==> config.mk <==
export PLATFORM = sky130hd
export DESIGN_NAME = tf256_keysched
export DESIGN_NICKNAME = d
export VERILOG_FILES = /design/src/rtl/core/tf256_pkg.sv /design/src/rtl/core/tf256_keysched.sv
export SDC_FILE = /design/constraint.sdc
export NUM_CORES = 2
export LEC_CHECK = 0
export ABC_CLOCK_PERIOD_IN_PS = 24800
export BUFFER_PORTS_ARGS = -buffer_cell sky130_fd_sc_hd__buf_2
export CELL_PAD_IN_SITES_DETAIL_PLACEMENT = 0
export CELL_PAD_IN_SITES_GLOBAL_PLACEMENT = 1
export CORE_UTILIZATION = 33
export DETAILED_ROUTE_END_ITERATION = 7
export GPL_TIMING_DRIVEN = 0
export HOLD_SLACK_MARGIN = 0.1
export MAX_ROUTING_LAYER = met4
export PLACE_DENSITY_LB_ADDON = 0.1
export SKIP_CTS_REPAIR_TIMING = 1
export SYNTH_ARGS = -nofsm -noshare
export SYNTH_HDL_FRONTEND = slang
export SYNTH_SLANG_ARGS = --single-unit
export TNS_END_PERCENT = 1
==> constraint.sdc <==
create_clock -name clock -period 24.8 [get_ports clock]
set_input_delay 3.72 -clock clock [delete_from_list [all_inputs] [get_ports clock]]
set_output_delay 3.72 -clock clock [all_outputs]
set_load 0.01 [all_outputs]
==> src/rtl/core/tf256_pkg.sv <==
// ----------------------------------------------------------------------------
// tf256_pkg
// Types, constants and GF/permutation helpers of the Twofish-256 core.
// ----------------------------------------------------------------------------
`default_nettype none
package tf256_pkg;

   localparam int NumSubkeys = 40;
   localparam int KeyRegs    = 4;

   localparam logic CMD_ENCRYPT = 1'b0;
   localparam logic CMD_DECRYPT = 1'b1;

   localparam logic [1:0] CSR_KEY_PART0 = 2'd0;

   typedef struct packed {
      logic        command;
      logic [31:0] in_word0;
      logic [31:0] in_word1;
      logic [31:0] in_word2;
      logic [31:0] in_word3;
   } req_payload_type;

   typedef struct packed {
      logic [31:0] out_word0;
      logic [31:0] out_word1;
      logic [31:0] out_word2;
      logic [31:0] out_word3;
   } rsp_payload_type;

   // key schedule to cipher datapath: subkey and S-box memory write ports
   typedef struct packed {
      logic        sk_we;
      logic [5:0]  sk_addr;
      logic [31:0] sk_data;
      logic        sb_we;
      logic [9:0]  sb_addr;
      logic [31:0] sb_data;
   } ks_write_type;

   function automatic logic [3:0] nib_rot(input logic [3:0] b);
      return {b[0], b[3:1]};
   endfunction

   function automatic logic [3:0] nib_shx(input logic [3:0] a);
      return {a[0], 3'b000} ^ a;
   endfunction

   // explicit nibble tables (index 0 in low nibble)
   function automatic logic [3:0] tsel(input logic [2:0] id, input logic [3:0] x);
      logic [63:0] t;
      case (id)
         3'd0:    t = 64'h4ACE95B023F6D718;
         3'd1:    t = 64'h5CA04913E67FDB82;
         3'd2:    t = 64'hD9076A4F53218BCE;
         3'd3:    t = 64'h809F5AD673C4B2E1;
         3'd4:    t = 64'h17423F8C09D6E5AB;
         3'd5:    t = 64'hF3B28DE0A96157C4;
         3'd6:    t = 64'hAC5803B9E6214F7D;
         default: t = 64'hA802F746ED3C159B;
      endcase
      return t[{x, 2'b00} +: 4];
   endfunction

   function automatic logic [7:0] qperm(input logic n, input logic [7:0] x);
      logic [3:0] a, b, a1, b1;
      a = x[7:4];
      b = x[3:0];
      for (int k = 0; k < 2; k++) begin
         a1 = a ^ b;
         b1 = nib_rot(b) ^ nib_shx(a);
         a  = tsel(3'((2*k)*2) | {2'b00, n}, a1);
         b  = tsel(3'((2*k+1)*2) | {2'b00, n}, b1);
      end
      return {b, a};
   endfunction

   function automatic logic [7:0] gf_mul(input logic [7:0] a, input logic [7:0] b);
      logic [8:0] x;
      logic [7:0] r;
      x = {1'b0, a};
      r = 8'h0;
      for (int i = 0; i < 8; i++) begin
         if (b[i]) r = r ^ x[7:0];
         x = {x[7:0], 1'b0};
         if (x[8]) x = x ^ 9'h169;
      end
      return r;
   endfunction

   function automatic logic [7:0] mds_m(input logic [1:0] i, input logic [1:0] j);
      logic [31:0] row;
      case (i)
         2'd0:    row = 32'h5B5BEF01;
         2'd1:    row = 32'h01EFEF5B;
         2'd2:    row = 32'hEF015BEF;
         default: row = 32'h5BEF01EF;
      endcase
      return row[{j, 3'b000} +: 8];
   endfunction

   function automatic logic qsel(input logic [2:0] s, input logic [1:0] j);
      logic [3:0] r;
      case (s)
         3'd0:    r = 4'b1001;
         3'd1:    r = 4'b0011;
         3'd2:    r = 4'b1010;
         3'd3:    r = 4'b1100;
         default: r = 4'b0101;
      endcase
      return r[j];
   endfunction

   // byte j of h for input byte y, key list k (k[3] used first)
   function automatic logic [31:0] h_byte(input logic [1:0] j, input logic [7:0] y0,
                                          input logic [127:0] k);
      logic [7:0]  y;
      logic [7:0]  z;
      logic [31:0] r;
      y = y0;
      for (int s = 0; s < 4; s++)
         y = qperm(qsel(3'(s), j), y) ^ k[(3-s)*32 + j*8 +: 8];
      z = qperm(qsel(3'd4, j), y);
      for (int i = 0; i < 4; i++)
         r[i*8 +: 8] = gf_mul(mds_m(2'(i), j), z);
      return r;
   endfunction

   function automatic logic [31:0] swap32(input logic [31:0] x);
      return {x[7:0], x[15:8], x[23:16], x[31:24]};
   endfunction

   function automatic logic [31:0] rs_rem(input logic [31:0] p0i, input logic [31:0] p1i);
      logic [31:0] p0, p1, t, u;
      p0 = p0i;
      p1 = p1i;
      for (int i = 0; i < 8; i++) begin
         t  = {24'h0, p1[31:24]};
         p1 = {p1[23:0], p0[31:24]};
         p0 = {p0[23:0], 8'h0};
         u  = {t[30:0], 1'b0};
         if (t[7]) u = u ^ 32'h14D;
         p1 = p1 ^ t ^ {u[15:0], 16'h0};
         u  = u ^ {1'b0, t[31:1]};
         if (t[0]) u = u ^ 32'hA6;
         p1 = p1 ^ {u[7:0], 24'h0} ^ {u[23:0], 8'h0};
      end
      return p1;
   endfunction

endpackage
`default_nettype wire

==> src/rtl/core/tf256_keysched.sv <==
// ----------------------------------------------------------------------------
// tf256_keysched
// Key expansion sequencer: subkey pairs, then the keyed S-box table.
// ----------------------------------------------------------------------------
`default_nettype none
module tf256_keysched
   import tf256_pkg::*;
(
   input  wire logic         clock,
   input  wire logic         reset,
   input  wire logic         start,
   input  wire logic [255:0] key,
   output ks_write_type      wr,
   output logic              busy
);

   typedef enum logic [3:0] {
      ST_IDLE = 4'b0001,
      ST_SUBA = 4'b0010,
      ST_SUBB = 4'b0100,
      ST_SBOX = 4'b1000
   } state_type;

   state_type   state_ff, state_in;
   logic [9:0]  cnt_ff, cnt_in;
   logic [31:0] a_ff, a_in, b_ff, b_in;
   logic [127:0] ev, od, skw;
   logic [7:0]  ib;
   logic [31:0] ha, hb, s0;

   always_comb begin
      for (int i = 0; i < 4; i++) begin
         ev[i*32 +: 32]      = swap32(key[i*64 + 32 +: 32]);
         od[i*32 +: 32]      = swap32(key[i*64 +: 32]);
         skw[(3-i)*32 +: 32] = rs_rem(swap32(key[i*64 + 32 +: 32]),
                                      swap32(key[i*64 +: 32]));
      end
   end

   assign ib = {cnt_ff[5:1], 1'b0, 2'b00} >> 2;
   assign ha = h_byte(2'd0, ib, ev) ^ h_byte(2'd1, ib, ev) ^
               h_byte(2'd2, ib, ev) ^ h_byte(2'd3, ib, ev);
   assign hb = h_byte(2'd0, ib + 8'd1, od) ^ h_byte(2'd1, ib + 8'd1, od) ^
               h_byte(2'd2, ib + 8'd1, od) ^ h_byte(2'd3, ib + 8'd1, od);
   assign s0 = a_ff + b_ff;

   always_comb begin
      state_in = state_ff;
      cnt_in   = cnt_ff;
      a_in     = a_ff;
      b_in     = b_ff;
      wr       = '0;
      case (state_ff)
         ST_IDLE: begin
            if (start) begin
               state_in = ST_SUBA;
               cnt_in   = '0;
            end
         end
         ST_SUBA: begin
            a_in     = ha;
            b_in     = {hb[23:0], hb[31:24]};
            state_in = ST_SUBB;
         end
         ST_SUBB: begin
            wr.sk_we   = 1'b1;
            wr.sk_addr = cnt_ff[5:0];
            wr.sk_data = s0;
            a_in       = a_ff + {b_ff[30:0], 1'b0};
            if (cnt_ff[0]) begin
               wr.sk_data = {a_ff[22:0], a_ff[31:23]};
               if (cnt_ff[5:0] == 6'(NumSubkeys - 1)) begin
                  state_in = ST_SBOX;
                  cnt_in   = '0;
               end else begin
                  state_in = ST_SUBA;
                  cnt_in   = cnt_ff + 10'd1;
               end
            end else begin
               cnt_in = cnt_ff + 10'd1;
            end
         end
         ST_SBOX: begin
            wr.sb_we   = 1'b1;
            wr.sb_addr = cnt_ff;
            wr.sb_data = h_byte(cnt_ff[1:0], cnt_ff[9:2], skw);
            cnt_in     = cnt_ff + 10'd1;
            if (cnt_ff == 10'h3FF) state_in = ST_IDLE;
         end
         default: state_in = ST_IDLE;
      endcase
   end

   always_ff @(posedge clock) begin
      if (reset) begin
         state_ff <= ST_IDLE;
         cnt_ff   <= '0;
      end else begin
         state_ff <= state_in;
         cnt_ff   <= cnt_in;
      end
      a_ff <= a_in;
      b_ff <= b_in;
   end

   assign busy = (state_ff != ST_IDLE);

endmodule
`default_nettype wire

## Word-level counts from Yosys, hierarchy flattened

Index checks and enable logic that the tools add are counted.

- Bits in registers: 78
- Output and inout port bits: 83
- Input port bits: 259
- Word-level logic and storage cells: 1397

- Equality and inequality tests: 10
- $lt $le $gt $ge: 1
- Muxes and demuxes: 444
- Bitwise operators: 735
- Add/sub/neg operators: 7
- Shift operators: 172
- Reductions and logical operators: 24

Operators by type and width:

| cell | number |
|---|---|
| $shiftx 64x7->4 const A | 144 |
| $xor 32x32->32 | 70 |
| $pmux 64 s3 | 10 |
| $mux 8 | 168 |
| $mux 64 | 20 |
| $pmux 64 s2 | 10 |
| $shiftx 64x7->4 | 20 |
| $xor 32x17->32 | 32 |
| $xor 32x8->32 | 32 |
| $xor 4x4->4 | 235 |
| $xor 8x8->8 | 64 |
| $mux 7 | 60 |
| $mux 9 | 32 |
| $xor 9x7->9 | 32 |
| $shiftx 128x9->8 | 2 |
| $not 4->4 | 60 |
| $not 5->5 | 38 |
| $mux 32 | 5 |
| $mux 6 | 24 |
| $not 3->3 | 48 |
| $mux 4 | 33 |
| $shiftx 128x6->8 | 1 |
| $shiftx 128x8->8 | 1 |
| $shiftx 32x6->8 | 4 |
| 39 further kinds | 248 |

## Longest topological paths before layout

- Depth in word-level cells: 104
- Gate-level depth with buffers: 85
- Mapped depth without buffers: 79

## Worst setup path before layout

Ideal clock, no wire load.

- Path type: input-to-output
- Start: in key[7]
- End: out wr[3] (netlist bit)
- Setup slack: 0.234 ns
- Stages: 70
- Arrival: 20.846 ns
- Required time: 21.080 ns
- Cells stage by stage: buf_4 > xnor2_4 > xnor3_1 > xnor2_2 > xor3_2 > xnor2_2 > xnor3_1 > xor2_2 > xnor3_1 > xnor2_1 > xnor2_1 > mux2i_1 > xor2_1 > xnor2_1 > inv_2 > ha_1 > a211oi_1 > o221ai_1 > [34 not listed] > inv_1 > ha_1 > mux4_2 > mux2i_4 > xor2_2 > inv_1 > ha_1 > a2111oi_0 > o32ai_1 > mux2_2 > buf_4 > buf_2 > ha_1 > nor2_1 > xor2_1 > xnor3_1 > xor2_1 > nor2_1

RTL lines:

| item | RTL line | source |
|---|---|---|
| from (decl) | tf256_keysched.sv:12 | `input wire logic [255:0] key,` |
| to (decl) | tf256_keysched.sv:13 | `output ks_write_type wr,` |

==> results.tsv <==
stage	metric	value	unit
outcome	status	finished, violations left	
outcome	violations	max-capacitance violations, max-slew violations	
logic_synthesis	avgSynthCellArea	8.29	µm²
logic_synthesis	synth_area_leaders	xnor2_1 25%, ha_1 15%, xor2_1 11%	
sta	relSlewSlack	-0.0842	
route	drt_first_pass_iters	5	
cts	clock-sinks	78	
cells_and_area	area_delta_synth_final	14.7	%
run	cap_violations	1	
logic_synthesis	synth-main-ff-cell	edfxtp_1	
logic_synthesis	synth_cell_types	118	
critical_path	r2r_start	cnt_ff[4]	
cells_and_area	n_fill_cell	18600	
critical_path	cp-end-kind	primary output	
sta	min_period	24.43	ns
cts	insertion_delay	0.37	ns
logic_synthesis	netlist_area	59500	µm²
cts	cts.htree.levels	3	
logic_synthesis	synth_cells	7179	
die	fp.dieW	427	µm
route	postRouteAntennaNets	0	
critical_path	r2r_cells	60	
placement	dp_hpwl	174	mm
cts	cts_buffer_depth	2	
sta	setup_tns	0	ns
logic_synthesis	synth_top_area_share	0.250	
sta	worst_clock_skew	0.0215	ns
critical_path	reg2reg_setup_slack	4.48	ns
die	core_area	179000	µm²
sta	setup_viol	0	
die	num_rows	155	
critical_path	path_class	primary input to primary output	
global_routing	grt_pass1_vias	48500	
cells_and_area	fin_cells	10100	
critical_path	slowest_delay	0.54	ns
sta	finalCritPeriodShare	0.985	
placement	io_buffers	313	
logic_synthesis	synth_edf_count	64	
cells_and_area	drive_gt1_frac	0.139	
sta	hold_violations	0	
critical_path	crit_path_start_kind	primary input	
min_path	min_from	state_ff[2]	
global_routing	grt_pass1_wl	295	mm
route	route.vias.total	50500	
sta	tightestPinTransition	1.61	ns
die	die_area	182000	µm²
cts	cts-buffers-inserted	9	
route	wire_per_inst	20.0	µm
global_routing	overflow	0	
logic_synthesis	yosys.area.top_type	xnor2_1	
die	start_util	0.333	
die	pin_count	342	
route	drc_errors	0	
min_path	min_to	b_ff[30]	
sta	setup_ws	0.368	ns
critical_path	cp_max_fo	10	
placement	place_inst	9854	
sta	slew_violations	3	
logic_synthesis	postSynth.asyncResetShare	0	
placement	pre_cts_ws	-4.62	ns
route	wirelength	201	mm
critical_path	crit_required	21.08	ns
critical_path	r2r_end	b_ff[18]	
logic_synthesis	syn_nets	8153	
critical_path	critPathMostFrequentCell	buf_4	
route	drt-initial-drc-count	2591	
global_routing	grt_use_total	0.216	
logic_synthesis	yosysWarnings	0	
min_path	hold_depth	1	
die	die_height	427	µm
critical_path	arrival	20.71	ns
min_path	hp-class	flop to flop	
placement	finalWeightedCongestion	0.935	
cts	cts_tree	built	
cts	root_buffer	clkbuf_16	
global_routing	grt_max_degree	32	
logic_synthesis	ys_ff_latch	78	
route	via_per_inst	5.00	
global_routing	antenna_found_initial	17	
critical_path	cp_slowest_cell	or4_4	
cells_and_area	layout.nets	8683	
cts	path_clk_slew	0.06	ns
sta	fmax	40.9	MHz
logic_synthesis	ys_seq_area_frac	0.0370	
-- per-stage QoR --
step / hold slack, ns / utilization / instance area, µm²
6_report: 0.640 / 0.382 / 68200
5_1_grt: 0.674 / 0.382 / 68200
4_1_cts: 0.638 / 0.360 / 64400
3_5_place_dp: 0.630 / 0.359 / 64100
3_3_place_gp: 0.635 / 0.358 / 64000
2_1_floorplan: 0.562 / - / 59500
-- Yosys cell counts, types with 11 or more instances --
| cell type | count |
|---|---|
| a211oi_1 | 92 |
| a21o_1 | 41 |
| a21oi_1 | 438 |
| a22oi_1 | 23 |
| a311oi_1 | 12 |
| a31oi_1 | 50 |
| and2_1 | 37 |
| and3_1 | 18 |
| buf_2 | 27 |
| clkbuf_1 | 103 |
| dfxtp_1 | 14 |
| edfxtp_1 | 64 |
| ha_1 | 711 |
| inv_1 | 522 |
| mux2_2 | 33 |
| mux2i_1 | 297 |
| mux4_2 | 94 |
| nand2_1 | 360 |
| nand2b_1 | 64 |
| nand3_1 | 77 |
| nand3b_1 | 16 |
| nor2_1 | 520 |
| nor2b_1 | 38 |
| nor3_1 | 81 |
| nor3b_1 | 18 |
| o211ai_1 | 64 |
| o21a_1 | 19 |
| o21ai_0 | 277 |
| o21ai_1 | 17 |
| o21bai_1 | 39 |
| o22ai_1 | 29 |
| o31a_1 | 12 |
| o31ai_1 | 33 |
| or2_2 | 11 |
| or3_1 | 25 |
| xnor2_1 | 1700 |
| xnor2_2 | 25 |
| xnor3_1 | 108 |
| xnor3_2 | 12 |
| xor2_1 | 751 |
| xor2_2 | 18 |
| xor3_1 | 29 |
-- state kept, by name, summed over array words and instances (netlist names) --
| name | flops |
|---|---|
| cnt_ff | 10 |
| a_ff | 32 |
| b_ff | 32 |
| state_ff | 4 |
-- routing by layer --
| metal | up-vias | share of wire | track usage |
|---|---|---|---|
| met5 | - | 0 | - |
| li1 | 25400 | - | - |
| met4 | 0 | 0.026 | 0.0456 |
| met1 | 24200 | 0.44 | 0.266 |
| met2 | 753 | 0.51 | 0.388 |
| met3 | 148 | 0.024 | 0.00840 |
-- worst max path at each step --
stage,start,end,slack (ns)
after CTS,cnt_ff[0],wr[13],-5.11
after detailed placement,cnt_ff[0],wr[13],-4.62
final,key[15],wr[13],0.37
after global routing,key[2],wr[13],-0.21
after floorplan,key[7],wr[3],0.23
after global placement,cnt_ff[0],wr[13],-5.27
-- logic make-up after synthesis --
| group | share of synthesized area |
|---|---|
| compound gates | 0.141 |
| mux | 0.0934 |
| buf+inv | 0.0442 |
| fa+ha+maj | 0.151 |
| xor+xnor | 0.435 |
| flops | 0.0370 |
| simple gates | 0.0986 |
-- worst max-delay path: cells and delay by family --
family | cells | cell delay (ns)
XOR/XNOR | 23 | 5.87
AO/OA/AOI/OAI | 13 | 3.11
buffers and inverters | 18 | 2.77
AND/OR/NAND/NOR | 11 | 2.09
adder cells (fa/ha/maj) | 7 | 1.89
multiplexers | 4 | 1.24
-- area by class of cell --
type / instances / area (µm²) / area share
diodes: 13 / 32.5 / 0.000477
plain buffers: 148 / 689 / 0.0101
clock buffers: 9 / 225 / 0.00330
clock inverters: 7 / 72.6 / 0.00106
inverters: 533 / 2030 / 0.0297
multi-input cells: 6419 / 56700 / 0.831
flip-flops and latches: 78 / 2210 / 0.0323
well taps: 2355 / 2950 / 0.0432
repair buffers: 519 / 3300 / 0.0484
repair inverters: 1 / 5.00 / 0.0000733
-- cells in the final DEF, fill, tap and decap left out, types with 29 or more instances in the layout --
cell,synthesis,final
xnor2_1,1700,1628
xor2_1,751,727
ha_1,711,698
inv_1,522,514
nor2_1,520,510
a21oi_1,438,428
nand2_1,360,358
buf_2,27,328
mux2i_1,297,293
o21ai_0,277,276
buf_4,9,198
clkbuf_1,103,94
mux4_2,94,94
a211oi_1,92,82
nor3_1,81,77
nand3_1,77,76
xnor3_1,108,69
o211ai_1,64,64
nand2b_1,64,64
edfxtp_1,64,64
xnor2_2,25,61
xnor3_2,12,51
a31oi_1,50,47
a21o_1,41,41
xnor2_4,5,41
o21bai_1,39,39
nor2b_1,38,38
and2_1,37,37
mux2_2,33,32
o22ai_1,29,29
Power is not shown: default switching activity piles up to over one toggle a cycle in this logic, so the estimate is an artifact.
